### src/sv/rotation_matrix_to_quaternion_assert.svh
// assertion macros shared by the rotation matrix to quaternion rtl
// expects i_clk and i_rst_n in the module that uses them
`ifndef ROTATION_MATRIX_TO_QUATERNION_ASSERT_SVH
`define ROTATION_MATRIX_TO_QUATERNION_ASSERT_SVH

// condition must never hold
`define RMQ_ASSERT_NEVER(name, expr) \
    name: assert property (@(posedge i_clk) disable iff (!i_rst_n) !(expr)) \
        else $error("rmq: assertion failed");

// consequence in the same cycle
`define RMQ_ASSERT_SAME(name, pre, post) \
    name: assert property (@(posedge i_clk) disable iff (!i_rst_n) (pre) |-> (post)) \
        else $error("rmq: assertion failed");

// consequence in the next cycle
`define RMQ_ASSERT_NEXT(name, pre, post) \
    name: assert property (@(posedge i_clk) disable iff (!i_rst_n) (pre) |=> (post)) \
        else $error("rmq: assertion failed");

`endif

### src/sv/rmq_pkg.sv
// shared constants, types and width helpers for the matrix to quaternion block
// no dependencies
`default_nettype none

package rmq_pkg;

    localparam int FRAC_BITS_DEF = 14;
    localparam int ENTRY_W       = 16;
    localparam int NUM_W         = 17;
    localparam int Q_DEPTH       = 4;

    // branch codes
    localparam logic [1:0] BR_TRACE = 2'd0;
    localparam logic [1:0] BR_X     = 2'd1;
    localparam logic [1:0] BR_Y     = 2'd2;
    localparam logic [1:0] BR_Z     = 2'd3;

    typedef struct packed {
        logic [1:0] branch;
        logic       bad;
    } t_meta;

    // signed width of the root argument
    function automatic int f_arg_w(input int frac);
        return ((frac > ENTRY_W + 1) ? frac : ENTRY_W + 1) + 3;
    endfunction

    // width of the integer square root
    function automatic int f_root_w(input int frac);
        return (f_arg_w(frac) - 1 + frac + 1) >> 1;
    endfunction

    // width of one queue word
    function automatic int f_item_w(input int frac);
        return f_arg_w(frac) - 1 + 3 * NUM_W + 3;
    endfunction

endpackage

`default_nettype wire

### src/sv/rmq_queue.sv
// small word queue between the front end and the arithmetic back end
// depends on rmq_pkg and the assertion header
`default_nettype none
`include "rotation_matrix_to_quaternion_assert.svh"

module rmq_queue #(
    parameter int WIDTH = 8,
    parameter int DEPTH = rmq_pkg::Q_DEPTH
) (
    input  logic             i_clk,
    input  logic             i_rst_n,
    input  logic             i_valid,
    output logic             o_ready,
    input  logic [WIDTH-1:0] i_data,
    output logic             o_valid,
    input  logic             i_ready,
    output logic [WIDTH-1:0] o_data
);
    import rmq_pkg::*;

    localparam int PW = (DEPTH > 1) ? $clog2(DEPTH) : 1;

    logic [WIDTH-1:0] r_mem [DEPTH];
    logic [PW-1:0]    r_wptr, r_rptr;
    logic [PW:0]      r_count;
    logic             w_push, w_pop;

    assign o_ready = (r_count != (PW+1)'(DEPTH));
    assign o_valid = (r_count != '0);
    assign o_data  = r_mem[r_rptr];
    assign w_push  = i_valid && o_ready;
    assign w_pop   = o_valid && i_ready;

    // pointers and fill count
    always_ff @(posedge i_clk) begin
        if (!i_rst_n) begin
            r_wptr  <= '0;
            r_rptr  <= '0;
            r_count <= '0;
        end else begin
            if (w_push) begin
                r_wptr <= (r_wptr == PW'(DEPTH - 1)) ? '0 : r_wptr + PW'(1);
            end
            if (w_pop) begin
                r_rptr <= (r_rptr == PW'(DEPTH - 1)) ? '0 : r_rptr + PW'(1);
            end
            if (w_push && !w_pop) begin
                r_count <= r_count + (PW+1)'(1);
            end else if (w_pop && !w_push) begin
                r_count <= r_count - (PW+1)'(1);
            end
        end
    end

    // word storage
    always_ff @(posedge i_clk) begin
        if (w_push) begin
            r_mem[r_wptr] <= i_data;
        end
    end

    `RMQ_ASSERT_NEVER(a_count_bound, r_count > (PW+1)'(DEPTH))
    `RMQ_ASSERT_NEXT(a_full_stays, !o_ready && !i_ready, !o_ready)

endmodule

`default_nettype wire

### config.mk
export PLATFORM = sky130hd
export DESIGN_NAME = rmq_queue
export DESIGN_NICKNAME = d
export VERILOG_FILES = /design/src/sv/rmq_pkg.sv /design/src/sv/rmq_queue.sv
export VERILOG_INCLUDE_DIRS = /design/src /design/src/sv
export SDC_FILE = /design/constraint.sdc
export NUM_CORES = 1
export LEC_CHECK = 0
export CAP_MARGIN = 20
export CORE_AREA = 4 4 69 71
export CTS_BUF_LIST = sky130_fd_sc_hd__clkbuf_8
export DETAILED_ROUTE_END_ITERATION = 7
export DIE_AREA = 0 0 73 75
export DONT_BUFFER_PORTS = 1
export PLACE_DENSITY = 0.6
export SETUP_SLACK_MARGIN = 0.15
export SLEW_MARGIN = 30
export SYNTH_ARGS = -nofsm -noshare
export SYNTH_HDL_FRONTEND = slang
export SYNTH_SLANG_ARGS = --single-unit
export TNS_END_PERCENT = 5
### constraint.sdc
create_clock -name i_clk -period 2.1 [get_ports i_clk]
set_input_delay 0.105 -clock i_clk [delete_from_list [all_inputs] [get_ports i_clk]]
set_output_delay 0.105 -clock i_clk [all_outputs]
set_load 0.05 [all_outputs]
### Word level (Yosys, flattened, before mapping)

Memory sizes are Yosys's and may differ from the RTL's. A register that Yosys moved wholly into a read port is not among the register bits.
Cells that the tools add are included.

| word-level totals | value |
|---|---|
| bits in writable memories | 32 |
| bits in latches | 0 |
| input bits | 12 |
| bits in read-only memories | 0 |
| flip-flop bits (word level) | 7 |
| memories | 1 |
| output and inout port bits | 10 |

| operators by class | value |
|---|---|
| equal/unequal tests | 3 |
| magnitude comparators | 0 |
| shift-type cells | 0 |
| bitwise operators | 0 |
| reductions and logical operators | 8 |
| div/mod/pow operators | 0 |
| multipliers | 0 |
| add/subtract/negate cells | 4 |
| mux-type cells | 8 |

Memory list:

| name | depth | bits a word | rd ports | clocked after Yosys merged registers in | write ports | RTL line | source |
|---|---|---|---|---|---|---|---|
| r_mem | 4 | 8 | 1 | 1 | 1 | rmq_queue.sv:23 | `logic [WIDTH-1:0] r_mem [DEPTH];` |

Operators with widths:

| operator | number |
|---|---|
| 2-bit 2-to-1 mux | 4 |
| 3-bit 2-to-1 mux | 2 |
| 2-bit by 1-bit adder with 2-bit output, second input constant | 2 |
| 2-bit equality test, second input constant | 2 |
| 1-bit logical AND | 4 |
| 3-bit by 1-bit adder with 3-bit output, second input constant | 1 |
| 3-bit != test, second input constant | 1 |
| 3-bit nonzero test | 1 |
| 3-bit by 1-bit subtractor with 3-bit output, second input constant | 1 |
| 1-bit logical NOT | 2 |
| 1-bit 2-to-1 mux | 2 |
| 2-bit nonzero test | 1 |

### Longest topological paths before layout

| logic depth | value |
|---|---|
| depth in word-level cells | 6 |
| mapped depth | 9 |
| gate-level depth less buffers | 8 |

### Worst setup path before layout

Ideal clock, no wire load.

| timing | value |
|---|---|
| path kind | register to register |
| start point | register r_count[0] |
| end point | register r_count[2] |
| setup slack | -0.275 ns |
| required time | 2.024 ns |
| data arrival time | 2.299 ns |
| period minus slack after synthesis | 2.375 ns |
| cell stages (with the launch flop) | 10 |
| library setup time | 0.076 ns |
| buffers on the path | 1 |
| cells stage by stage | dfxtp_1 or3b_1 clkbuf_2 and2_4 ha_1 inv_1 fa_1 xor2_1 or3_2 a21boi_0 |

| between the ends | value |
|---|---|
| longest elaborated chain between the ends | 5 |
| elaborated cells between the ends (all ways) | 13 |
| classes of those cells | 2 x add/sub; 1 x eq/ne; 2 x mux; 8 x reduce/logical |

Ends and longest elaborated chain:

| item | RTL line | source |
|---|---|---|
| from (decl) | rmq_queue.sv:25 | `logic [PW:0] r_count;` |
| from (signal assigned) | rmq_queue.sv:48 | `r_count <= r_count + (PW+1)'(1);` |
| from (signal assigned) | rmq_queue.sv:50 | `r_count <= r_count - (PW+1)'(1);` |
| 3-bit != test (*) | rmq_queue.sv:28 | `assign o_ready = (r_count != (PW+1)'(DEPTH));` |
| net o_ready | rmq_queue.sv:13 | `output logic o_ready,` |
| 1-bit logical AND (*) | rmq_queue.sv:31 | `assign w_push = i_valid && o_ready;` |
| net w_push | rmq_queue.sv:26 | `logic w_push, w_pop;` |
| 1-bit logical NOT | rmq_queue.sv:49 | `end else if (w_pop && !w_push) begin` |
| 1-bit logical AND | rmq_queue.sv:49 |  |
| 2-bit nonzero test (no source line) | n/a |  |

Mark *: on every way through the listed nets, which the timed path passes. The rest lies on a longest branch. The select of a mux whose other input is x is not followed.
A chain may end at the register's enable or synchronous reset.

### Worst setup path after layout

| timing | value |
|---|---|
| start point | register r_count[0] |
| end point | register r_count[2] |

| between the ends | value |
|---|---|
| longest elaborated chain between the ends | 5 |
| elaborated cells between the ends (all ways) | 13 |
| classes of those cells | 2 x add/sub; 1 x eq/ne; 2 x mux; 8 x reduce/logical |

Ends and longest elaborated chain:

| item | RTL line |
|---|---|
| 3-bit != test (*) | rmq_queue.sv:28 |
| 1-bit logical AND (*) | rmq_queue.sv:31 |
| net w_push | rmq_queue.sv:26 |
| 1-bit logical NOT | rmq_queue.sv:49 |
| 1-bit logical AND | rmq_queue.sv:49 |
| 2-bit nonzero test (no source line) | n/a |

Marked as above.

==> reports/metrics.cfg <==
[outcome]
status=finished, final reports clean

[logic_synthesis]
synthTopCellsByArea=edfxtp_1 (59%), dfxtp_1 (11%), mux4_2 (11%), ha_1 (4.6%), and3_2 (1.8%)
ys_ff_latch=41
syn_area_sq_um=1640
synth.avg_cell_area_sq_um=17.6
netlist_instances=93
async_reset_ff_frac=0
synthDistinctLibCells=26
synth_commonest_cells=edfxtp_1 (32), dfxtp_1 (9), mux4_2 (8)
synth_top_cell_by_area=edfxtp_1
ys_warn_count=0
ys.flop_type=edfxtp_1
yosysTopAreaCellShare=0.588
synth_most_common_cell=edfxtp_1
synth_edf_count=32
syn_nets=112
yosysSeqAreaShare=0.698

[timing]
timing_hold_violations_final=0
fin_crit_sh=0.923
setup-tns-final_ps=0
report.final.slew_viol_count=0
timing.final.ws_setup_ps=161
setup-violations-final=0
period_minus_slack_ps=1940
clock.fmax_mhz=516
fin_skew_ps=4.68
rsz0062_at_grt=true
fin_hold_ws_ps=22.7
max_slew_margin=0.724
tightest_slew_ps=414

[grt]
grt_pass1_vias=848
grt_pass1_wl_microns=4390
grt_overflow_total=0
track_usage=0.116
grt_start_max_net_pins=13
antenna_found_initial=0

[setup_path]
worstSetupEndpointType=register
critPathKind=register to register
reg2reg_from=r_count[0]
r2r-end=r_count[2]
cp.required_ps=2320
crit_start=r_count[0]
endpoint=r_count[2]
r2r_slack_ps=160
cp_max_fo=5
cp.arrival_ps=2160
start_kind=register
rr_worst_depth=8
cp_slowest_cell=or3b_4
slowest_delay_ps=400
cp_cell_sequence=or3b_4 > and2_4 > ha_4 > inv_2 > fa_2 > xor2_2 > or3_4 > a21boi_1

[placed_design]
dp.cells=144
io_buffers=0
gp_congestion=0.666
dp_slack_ps=139
dp_hpwl_microns=1800

[floorplanning]
start_util=0.386
fp.dieW_microns=73
io_pins=22
fp-row-count=24
fp.dieH_microns=75
dieArea_sq_um=5480
coreArea_sq_um=4230

[pwr]
leakage_nw=0.674
p_per_area_nw_per_um2=1340
ir_drop_uv=634

[detailed_routing]
drc_errors=0
wl_microns=2650
first_pass_iters=4
via_per_inst=5.01
ant_nets=0
vias=811
drt_iter0_drc=36
wl_per_cell_microns=16.4

[cts]
clk_latency_ps=290
cts-root-buf=clkbuf_8
htree_levels=2
cts_buffers=5
clkSinkCount=41
clock_path_buffers=2
cts.clk_slew.worst_paths_ps=70
cts_tree=yes

[cells_and_area]
syn_to_final_growth_pct=20.5
diodes=0
final_cell_count_no_fill=162
layout.nets=129
drive_above_1_share=0.318
multi_input_area_sq_um=508
fillers=361
regArea_sq_um=1150

[run]
drv_cap=0

[worst_hold_path]
hold_path.class=primary input to register

[layout by cell type (no fill, tap or decap), types with 2 or more instances in the layout]
master and count:
edfxtp_1 32, dlygate4sd3_1 10, mux4_2 8, dfxtp_1 6, nand2_1 5, ha_1 5, clkbuf_8 5, and3_2 4
o21ai_0 4, buf_4 4, dfxtp_4 3, inv_1 2, nor2_1 2, nand3_1 2, mux2i_1 2
[cell families (layout without fill, tap and decap cells)]
kind of cell | count (synthesis) | in the layout | share of synthesized area
compound gates | 6 | 6 | 0.0214
xor+xnor | 2 | 2 | 0.0107
fa+ha+maj | 7 | 7 | 0.0581
buf+inv | 7 | 24 | 0.0176
flops | 41 | 41 | 0.698
mux | 10 | 10 | 0.122
simple gates | 20 | 20 | 0.0719
[timing repair]
| item | in CTS | in global routing |
|---|---|---|
| buffers inserted | 0 | 1 |
| endpoints found under the setup margin | 1 | 2 |
| hold endpoints to repair | 39 | 0 |
| resized for setup | 1 | 4 |
| hold buffers | 10 | 0 |
| pin swaps | 0 | 3 |
[where the power goes]
group / internal (W) / switching (W) / total [W] / leakage, nW
clock: 0.000345 / 0.000246 / 0.000591 / 0.0540
sequential: 0.00102 / 0.000106 / 0.00112 / 0.369
combinational: 0.000360 / 0.000575 / 0.000935 / 0.250
[area by class of cell]
class | count | area share
inverters | 3 | 0.00571
flip-flops and latches | 41 | 0.585
clock inverters | 2 | 0.0178
multi-input cells | 45 | 0.258
clock buffers | 5 | 0.0349
well taps | 52 | 0.0330
repair buffers | 14 | 0.0660
[critical path: cells and delay by family, from the launching register on]
kind,cells,cell delay [ps]
xor gates and xnor gates,1,60
DFF,1,380
adders and majority gates,2,370
buffers and inverters,1,50
and+or+nand+nor,3,900
AOI/OAI and AO/OA,1,110
[sequential cells by signal, summed over array words and instances, names as in the netlist, named ones only]
register and count:
r_mem 32, r_count 3, r_rptr 2, r_wptr 2
[worst min-delay path by stage]
stage               slack (ps)       from          end  depth (start not counted)
finish                      20    i_rst_n     register                          2
global route                30    i_rst_n    r_rptr[0]                          2
CTS                         20    i_rst_n     register                          2
detailed placement         200  i_data[7]  r_mem[0][7]                          0
global placement           200  i_data[5]  r_mem[0][5]                          0
floorplan                  200  i_data[0]  r_mem[0][0]                          0
[metal layers]
metal,GRT usage,vias to the layer above,share of wire
met3,0.0507,6,0.057
met1,0.129,401,0.39
met5,0,-,0
li1,-,387,-
met2,0.190,17,0.53
met4,0.0553,0,0.019
[metrics by stage]
stage	power, W	utilization	cell area, sq um
2_1_floorplan	0.00188	-	1670
3_3_place_gp	0.00197	0.410	1740
3_5_place_dp	0.00201	0.410	1740
4_1_cts	0.00264	0.460	1950
5_1_grt	0.00280	0.465	1970
6_report	0.00265	0.465	1970
Note: power is estimated with default switching activity, not from simulation.
