### src/sv/rotation_matrix_to_quaternion_assert.svh
// assertion macros shared by the rotation matrix to quaternion rtl
// expects i_clk and i_rst_n in the module that uses them
`ifndef ROTATION_MATRIX_TO_QUATERNION_ASSERT_SVH
`define ROTATION_MATRIX_TO_QUATERNION_ASSERT_SVH

// condition must never hold
`define RMQ_ASSERT_NEVER(name, expr) \
    name: assert property (@(posedge i_clk) disable iff (!i_rst_n) !(expr)) \
        else $error("rmq: assertion failed");

// consequence in the same cycle
`define RMQ_ASSERT_SAME(name, pre, post) \
    name: assert property (@(posedge i_clk) disable iff (!i_rst_n) (pre) |-> (post)) \
        else $error("rmq: assertion failed");

// consequence in the next cycle
`define RMQ_ASSERT_NEXT(name, pre, post) \
    name: assert property (@(posedge i_clk) disable iff (!i_rst_n) (pre) |=> (post)) \
        else $error("rmq: assertion failed");

`endif

### src/sv/rmq_pkg.sv
// shared constants, types and width helpers for the matrix to quaternion block
// no dependencies
`default_nettype none

package rmq_pkg;

    localparam int FRAC_BITS_DEF = 14;
    localparam int ENTRY_W       = 16;
    localparam int NUM_W         = 17;
    localparam int Q_DEPTH       = 4;

    // branch codes
    localparam logic [1:0] BR_TRACE = 2'd0;
    localparam logic [1:0] BR_X     = 2'd1;
    localparam logic [1:0] BR_Y     = 2'd2;
    localparam logic [1:0] BR_Z     = 2'd3;

    typedef struct packed {
        logic [1:0] branch;
        logic       bad;
    } t_meta;

    // signed width of the root argument
    function automatic int f_arg_w(input int frac);
        return ((frac > ENTRY_W + 1) ? frac : ENTRY_W + 1) + 3;
    endfunction

    // width of the integer square root
    function automatic int f_root_w(input int frac);
        return (f_arg_w(frac) - 1 + frac + 1) >> 1;
    endfunction

    // width of one queue word
    function automatic int f_item_w(input int frac);
        return f_arg_w(frac) - 1 + 3 * NUM_W + 3;
    endfunction

endpackage

`default_nettype wire

### src/sv/rmq_front.sv
// front end: picks the branch, forms the root argument and the three numerators
// depends on rmq_pkg
`default_nettype none

module rmq_front #(
    parameter int FRAC_BITS = rmq_pkg::FRAC_BITS_DEF
) (
    input  logic                                     i_clk,
    input  logic                                     i_rst_n,
    input  logic                                     i_valid,
    output logic                                     o_ready,
    input  logic signed [rmq_pkg::ENTRY_W-1:0]       i_e00,
    input  logic signed [rmq_pkg::ENTRY_W-1:0]       i_e01,
    input  logic signed [rmq_pkg::ENTRY_W-1:0]       i_e02,
    input  logic signed [rmq_pkg::ENTRY_W-1:0]       i_e10,
    input  logic signed [rmq_pkg::ENTRY_W-1:0]       i_e11,
    input  logic signed [rmq_pkg::ENTRY_W-1:0]       i_e12,
    input  logic signed [rmq_pkg::ENTRY_W-1:0]       i_e20,
    input  logic signed [rmq_pkg::ENTRY_W-1:0]       i_e21,
    input  logic signed [rmq_pkg::ENTRY_W-1:0]       i_e22,
    output logic                                     o_item_valid,
    input  logic                                     i_item_ready,
    output logic [rmq_pkg::f_item_w(FRAC_BITS)-1:0]  o_item
);
    import rmq_pkg::*;

    localparam int AW = f_arg_w(FRAC_BITS);
    localparam int IW = f_item_w(FRAC_BITS);

    logic signed [AW-1:0]    w_a00, w_a11, w_a22, w_one, w_trace, w_arg;
    logic signed [NUM_W-1:0] w_n0, w_n1, w_n2;
    t_meta                   w_meta;
    logic [IW-1:0]           n_item;
    logic [IW-1:0]           r_item;
    logic                    r_valid;

    // diagonal sign extended to argument width
    assign w_a00   = AW'(i_e00);
    assign w_a11   = AW'(i_e11);
    assign w_a22   = AW'(i_e22);
    assign w_one   = {{(AW-FRAC_BITS-1){1'b0}}, 1'b1, {FRAC_BITS{1'b0}}};
    assign w_trace = w_a00 + w_a11 + w_a22;

    // branch select and numerators in output order of the back end
    always_comb begin
        if (!w_trace[AW-1] && (w_trace != '0)) begin
            w_meta.branch = BR_TRACE;
            w_arg = w_one + w_trace;
            w_n0  = NUM_W'(i_e21) - NUM_W'(i_e12);
            w_n1  = NUM_W'(i_e02) - NUM_W'(i_e20);
            w_n2  = NUM_W'(i_e10) - NUM_W'(i_e01);
        end else if ((i_e00 > i_e11) && (i_e00 > i_e22)) begin
            w_meta.branch = BR_X;
            w_arg = w_one + w_a00 - w_a11 - w_a22;
            w_n0  = NUM_W'(i_e01) + NUM_W'(i_e10);
            w_n1  = NUM_W'(i_e20) + NUM_W'(i_e02);
            w_n2  = NUM_W'(i_e21) - NUM_W'(i_e12);
        end else if (i_e11 > i_e22) begin
            w_meta.branch = BR_Y;
            w_arg = w_one + w_a11 - w_a00 - w_a22;
            w_n0  = NUM_W'(i_e01) + NUM_W'(i_e10);
            w_n1  = NUM_W'(i_e12) + NUM_W'(i_e21);
            w_n2  = NUM_W'(i_e02) - NUM_W'(i_e20);
        end else begin
            w_meta.branch = BR_Z;
            w_arg = w_one + w_a22 - w_a00 - w_a11;
            w_n0  = NUM_W'(i_e02) + NUM_W'(i_e20);
            w_n1  = NUM_W'(i_e12) + NUM_W'(i_e21);
            w_n2  = NUM_W'(i_e10) - NUM_W'(i_e01);
        end
        w_meta.bad = w_arg[AW-1] || (w_arg == '0);
    end

    assign n_item = {w_arg[AW-2:0], w_n0, w_n1, w_n2, w_meta};

    // one register stage toward the queue
    assign o_ready      = !r_valid || i_item_ready;
    assign o_item_valid = r_valid;
    assign o_item       = r_item;

    always_ff @(posedge i_clk) begin
        if (!i_rst_n) begin
            r_valid <= 1'b0;
        end else if (o_ready) begin
            r_valid <= i_valid;
        end
    end

    always_ff @(posedge i_clk) begin
        if (o_ready && i_valid) begin
            r_item <= n_item;
        end
    end

endmodule

`default_nettype wire

### config.mk
export PLATFORM = sky130hd
export DESIGN_NAME = rmq_front
export DESIGN_NICKNAME = d
export VERILOG_FILES = /design/src/sv/rotation_matrix_to_quaternion_assert.svh /design/src/sv/rmq_pkg.sv /design/src/sv/rmq_front.sv
export SDC_FILE = /design/constraint.sdc
export NUM_CORES = 1
export LEC_CHECK = 0
export ABC_AREA = 1
export BUFFER_PORTS_ARGS = -buffer_cell sky130_fd_sc_hd__buf_2
export CAP_MARGIN = 15
export CORE_MARGIN = 2
export CORE_UTILIZATION = 60
export DETAILED_ROUTE_END_ITERATION = 10
export PLACE_DENSITY = 0.83
export SYNTH_ARGS = -nofsm -noshare
export SYNTH_HDL_FRONTEND = slang
export SYNTH_SLANG_ARGS = --single-unit
### constraint.sdc
create_clock -name i_clk -period 5.8 [get_ports i_clk]
set_clock_uncertainty 0.1 [all_clocks]
set_input_delay 0.58 -clock i_clk [delete_from_list [all_inputs] [get_ports i_clk]]
set_output_delay 0.58 -clock i_clk [all_outputs]
set_load 0.03 [all_outputs]
Word-level counts from Yosys, hierarchy flattened
Index checks and enable logic that the tools add are counted. Widths: inputs -> output; s select.

Input bits: 148. Output and inout port bits: 75. Flip-flop bits (word level): 74.

Multiplexer cells: 13. Magnitude comparators: 3. Add/sub/neg operators: 18. Reduce and logical (&&, ||, !) cells: 10.

Operators with widths (count): $mux 17 (8); $add 16x16->17 (4); $mux 20 (3); $sub 18x16->19 (3); $sub 17x16->18 (3); $add 16x16->17 const A (3); $sub 16x16->17 (3); $gt 16x16->1 (3); $logic_not 20->1 (1); $reduce_bool 20->1 (1); $add 16x18->19 const A (1); $add 17x16->18 (1); $logic_and 1x1->1 (3); $logic_not 1->1 (2); $logic_or 1x1->1 (2); $mux 1 (2); $reduce_or 2->1 (1).

Longest topological paths before layout
Depth after elaboration: 8. Gate-level depth with buffers: 34.

Worst setup path after synthesis
No wires, ideal clock.

Kind: input to register. Start point: input port i_valid. End point: register r_item[0] (netlist: o_item[0]) (enable). Stages: 2. Data required time: 5.172 ns. Path buffers: 0. Path slack: 1.017 ns. Data arrival time: 4.155 ns. Path through: inv_1 > a21oi_1.

Cells in the longest elaborated chain, start to end: 1.

RTL lines: start: declaration (RTL line rmq_front.sv:10) `input logic i_valid,`; $logic_and 1x1->1 (RTL line rmq_front.sv:90) `if (o_ready && i_valid) begin`; end signal: assignment (RTL line rmq_front.sv:91) `r_item <= n_item;`; end: declaration (RTL line rmq_front.sv:34) `logic [IW-1:0] r_item;`.

Every way passes these cells. A chain may end at the register's enable or synchronous reset.

Worst setup path in the final report
Start point: input port i_e00[8] in the netlist's numbering. End point: register r_item[41] (netlist: o_item[41]), data pin.

Cells in the longest elaborated chain, start to end: 5. Elaborated cells between the ends (all ways): 10.

RTL lines: start: declaration (RTL line rmq_front.sv:12) `input logic signed [rmq_pkg::ENTRY_W-1:0] i_e00,`; $add 16x16->17 (RTL line rmq_front.sv:42) `assign w_trace = w_a00 + w_a11 + w_a22;`; $add 17x16->18 (RTL line rmq_front.sv:42); $reduce_bool 20->1 / $logic_not 1->1 (equally long branches) (RTL line rmq_front.sv:46) `if (!w_trace[AW-1] && (w_trace != '0)) begin`; $logic_and 1x1->1 (RTL line rmq_front.sv:46); $mux 17 (*) (RTL line rmq_front.sv:46); named net n_item[41] (RTL line rmq_front.sv:33) `logic [IW-1:0] n_item;`.

Mark *: on every way through the listed nets, which the timed path passes. The rest lies on a longest branch.

==> impl_metrics.json <==
{
  "vdd_drop_max_mv": 0.239,
  "synth_area_leader_cell": "ha_1",
  "dp_slack_ns": 0.498,
  "cp-start-kind": "primary input",
  "grt_max_degree": 74,
  "rsz0062_at_grt": "false",
  "routedWlPerCell_um": 18.9,
  "critPathSlowestCell": "fa_1",
  "dr.first_iter.drc_count": 1767,
  "required_ns": 5.78,
  "clockBufferDepth": 2,
  "syn_area_um2": 15800,
  "yosysTopAreaCellShare": 0.233,
  "grt_overflow": 0,
  "core_area_um2": 26000,
  "place.port_buffers": 222,
  "synthFlopType": "edfxtp_1",
  "antenna_left": 0,
  "synth_fp_nets": 2706,
  "power.leakage_uw": 0.00955,
  "synth.most_common_cell": "nand2_1",
  "arrival_ns": 5.07,
  "layout-drive-gt1-share": 0.123,
  "ys_ff_latch": 74,
  "grt_pass1_wl_mm": 79.5,
  "fin_crit_ns": 5.10,
  "antenna_cells": 0,
  "htree_num_levels": 3,
  "area_delta_synth_final_pct": 10.7,
  "grt_util_all_layers": 0.361,
  "drv_cap": 0,
  "syn_avg_cell_area_um2": 7.23,
  "cp_slowest_stage_delay_ns": 0.72,
  "firstDrtPassIters": 6,
  "cts_hold_buffers": 0,
  "status": "finished clean",
  "worstPathMaxFanout": 20,
  "root_buffer": "clkbuf_16",
  "num_rows": 59,
  "tightest_slew_ns": 1.04,
  "yosysWarnings": 0,
  "dieArea_um2": 27600,
  "ys_top_cells_by_count": "476 x nand2_1, 338 x inv_1, 294 x ha_1",
  "crit_top_cell": "nor2_1",
  "die_w_um": 166,
  "cts_tree": "built",
  "worst_setup_path_end_kind": "flip-flop",
  "max_clock_freq_mhz": 196,
  "synthDistinctLibCells": 53,
  "setup_viol": 0,
  "ys_seq_area_frac": 0.140,
  "initial_core_util": 0.608,
  "hold_violations": 0,
  "cts_buffers": 9,
  "async_reset_ff_frac": 0,
  "synth_edf_count": 73,
  "setup_ws_ns": 0.703,
  "synth_area_leaders": "ha_1 23%, edfxtp_1 14%, nand2_1 11%",
  "postCtsSetupBuffers": 0,
  "critPathKind": "primary input to flip-flop",
  "top_level_ports": 223,
  "via_per_inst": 5.76,
  "gp_congestion": 1.06,
  "num_vias": 15634,
  "netlist_instances": 2186,
  "cts_sinks": 74,
  "drcViolationCount": 0,
  "totalWireLength_mm": 51.3,
  "fin_nets": 2896,
  "grt_pass1_vias": 14544,
  "hpwl_mm": 43.1,
  "finalMaxSlewViolations": 0,
  "cts.repair.resized": 0,
  "slew_headroom": 0.307,
  "hp-class": "primary input to flip-flop",
  "clkLatencyLatePin_ns": 0.34,
  "setup_tns_ns": 0,
  "min_period_over_period": 0.879,
  "antenna_found_initial": 1,
  "path_clk_slew_ns": 0.06,
  "dieHeight_um": 166,
  "r2r_slack_ns": 3.97,
  "power_density_nw_per_um2": 268
}
==> registers in the layout, summed over array words and instances, names as in the netlist <==
| signal | cells |
|---|---|
| o_item | 73 |
| o_item_valid | 1 |
==> report_power, final <==
part | switching (uW) | total [uW] | leakage (uW) | internal (uW)
combinational | 2160 | 3180 | 0.00866 | 1020
sequential | 58.1 | 842 | 0.000720 | 784
clock | 234 | 656 | 0.000167 | 422
==> final cells by class <==
type / count / area (um2)
clock buffer: 10 / 229
clock inverter: 6 / 113
fill: 2306 / 8500
inverter: 346 / 1300
multi-input combinational: 1711 / 12000
sequential: 74 / 2210
tap: 335 / 419
timing repair buffer: 234 / 1200
==> critical path: cells and delay by family <==
family	cells	cell delay (ns)
adder cells (fa/ha/maj)	3	1.21
AO/OA/AOI/OAI	3	0.35
AND/OR/NAND/NOR	18	2.10
buffers and inverters	6	0.79
==> logic make-up after synthesis <==
logic type | count (synthesis) | share of synthesized area
compound gates | 396 | 0.141
flops | 74 | 0.140
fa+ha+maj | 372 | 0.332
xor+xnor | 110 | 0.0610
simple gates | 833 | 0.226
buf+inv | 401 | 0.100
==> cell usage in the layout (no fill, tap or decap), types with 5 or more instances in the layout <==
cell type / n
o21ai_1: 22
nand3b_1: 15
nand2_1: 476
inv_2: 8
nand4_1: 21
a22o_1: 5
nor2_2: 6
o21ai_0: 100
nand2_2: 9
o31ai_1: 13
fa_1: 78
nand3_1: 113
o211ai_1: 7
clkbuf_16: 9
a22oi_1: 7
nor2_1: 145
nor3_1: 20
edfxtp_1: 73
a21boi_0: 14
ha_1: 294
o21bai_1: 8
buf_2: 222
buf_4: 12
nand3_2: 5
nor4_1: 7
a21oi_1: 176
a31oi_1: 9
a21o_1: 12
inv_1: 338
o22ai_1: 8
xor2_1: 91
xnor2_1: 19
==> worst paths after layout <==
kind | startpoint | end | cells past startpoint
min | i_rst_n | o_item_valid | 2
max | i_e00[8] | o_item[41] | 30
max reg2reg | o_item_valid | o_item[66] | 2
min reg2reg | o_item_valid | o_item_valid | 2
==> metrics by stage <==
| step | util | instance area (um2) | total power (uW) | cells | hold WS (ns) |
|---|---|---|---|---|---|
| final | 0.673 | 17500 | 4680 | 2716 | 0.402 |
| after floorplan | - | 15800 | 3030 | 2186 | 0.634 |
| after detailed placement | 0.660 | 17100 | 3930 | 2700 | 0.456 |
| after global placement | 0.660 | 17100 | 3900 | 2700 | 0.427 |
| after CTS | 0.673 | 17500 | 4610 | 2716 | 0.398 |
| after global routing | 0.673 | 17500 | 5020 | 2716 | 0.403 |
==> layer usage <==
layer	track usage	vias up	share of wire
li1	-	7451	-
met3	0.0705	100	0.10
met4	0.0862	2	0.026
met2	0.546	766	0.43
met1	0.532	7315	0.45
met5	0	-	0.00025
No activity file was read; power rests on OpenSTA's default activity.
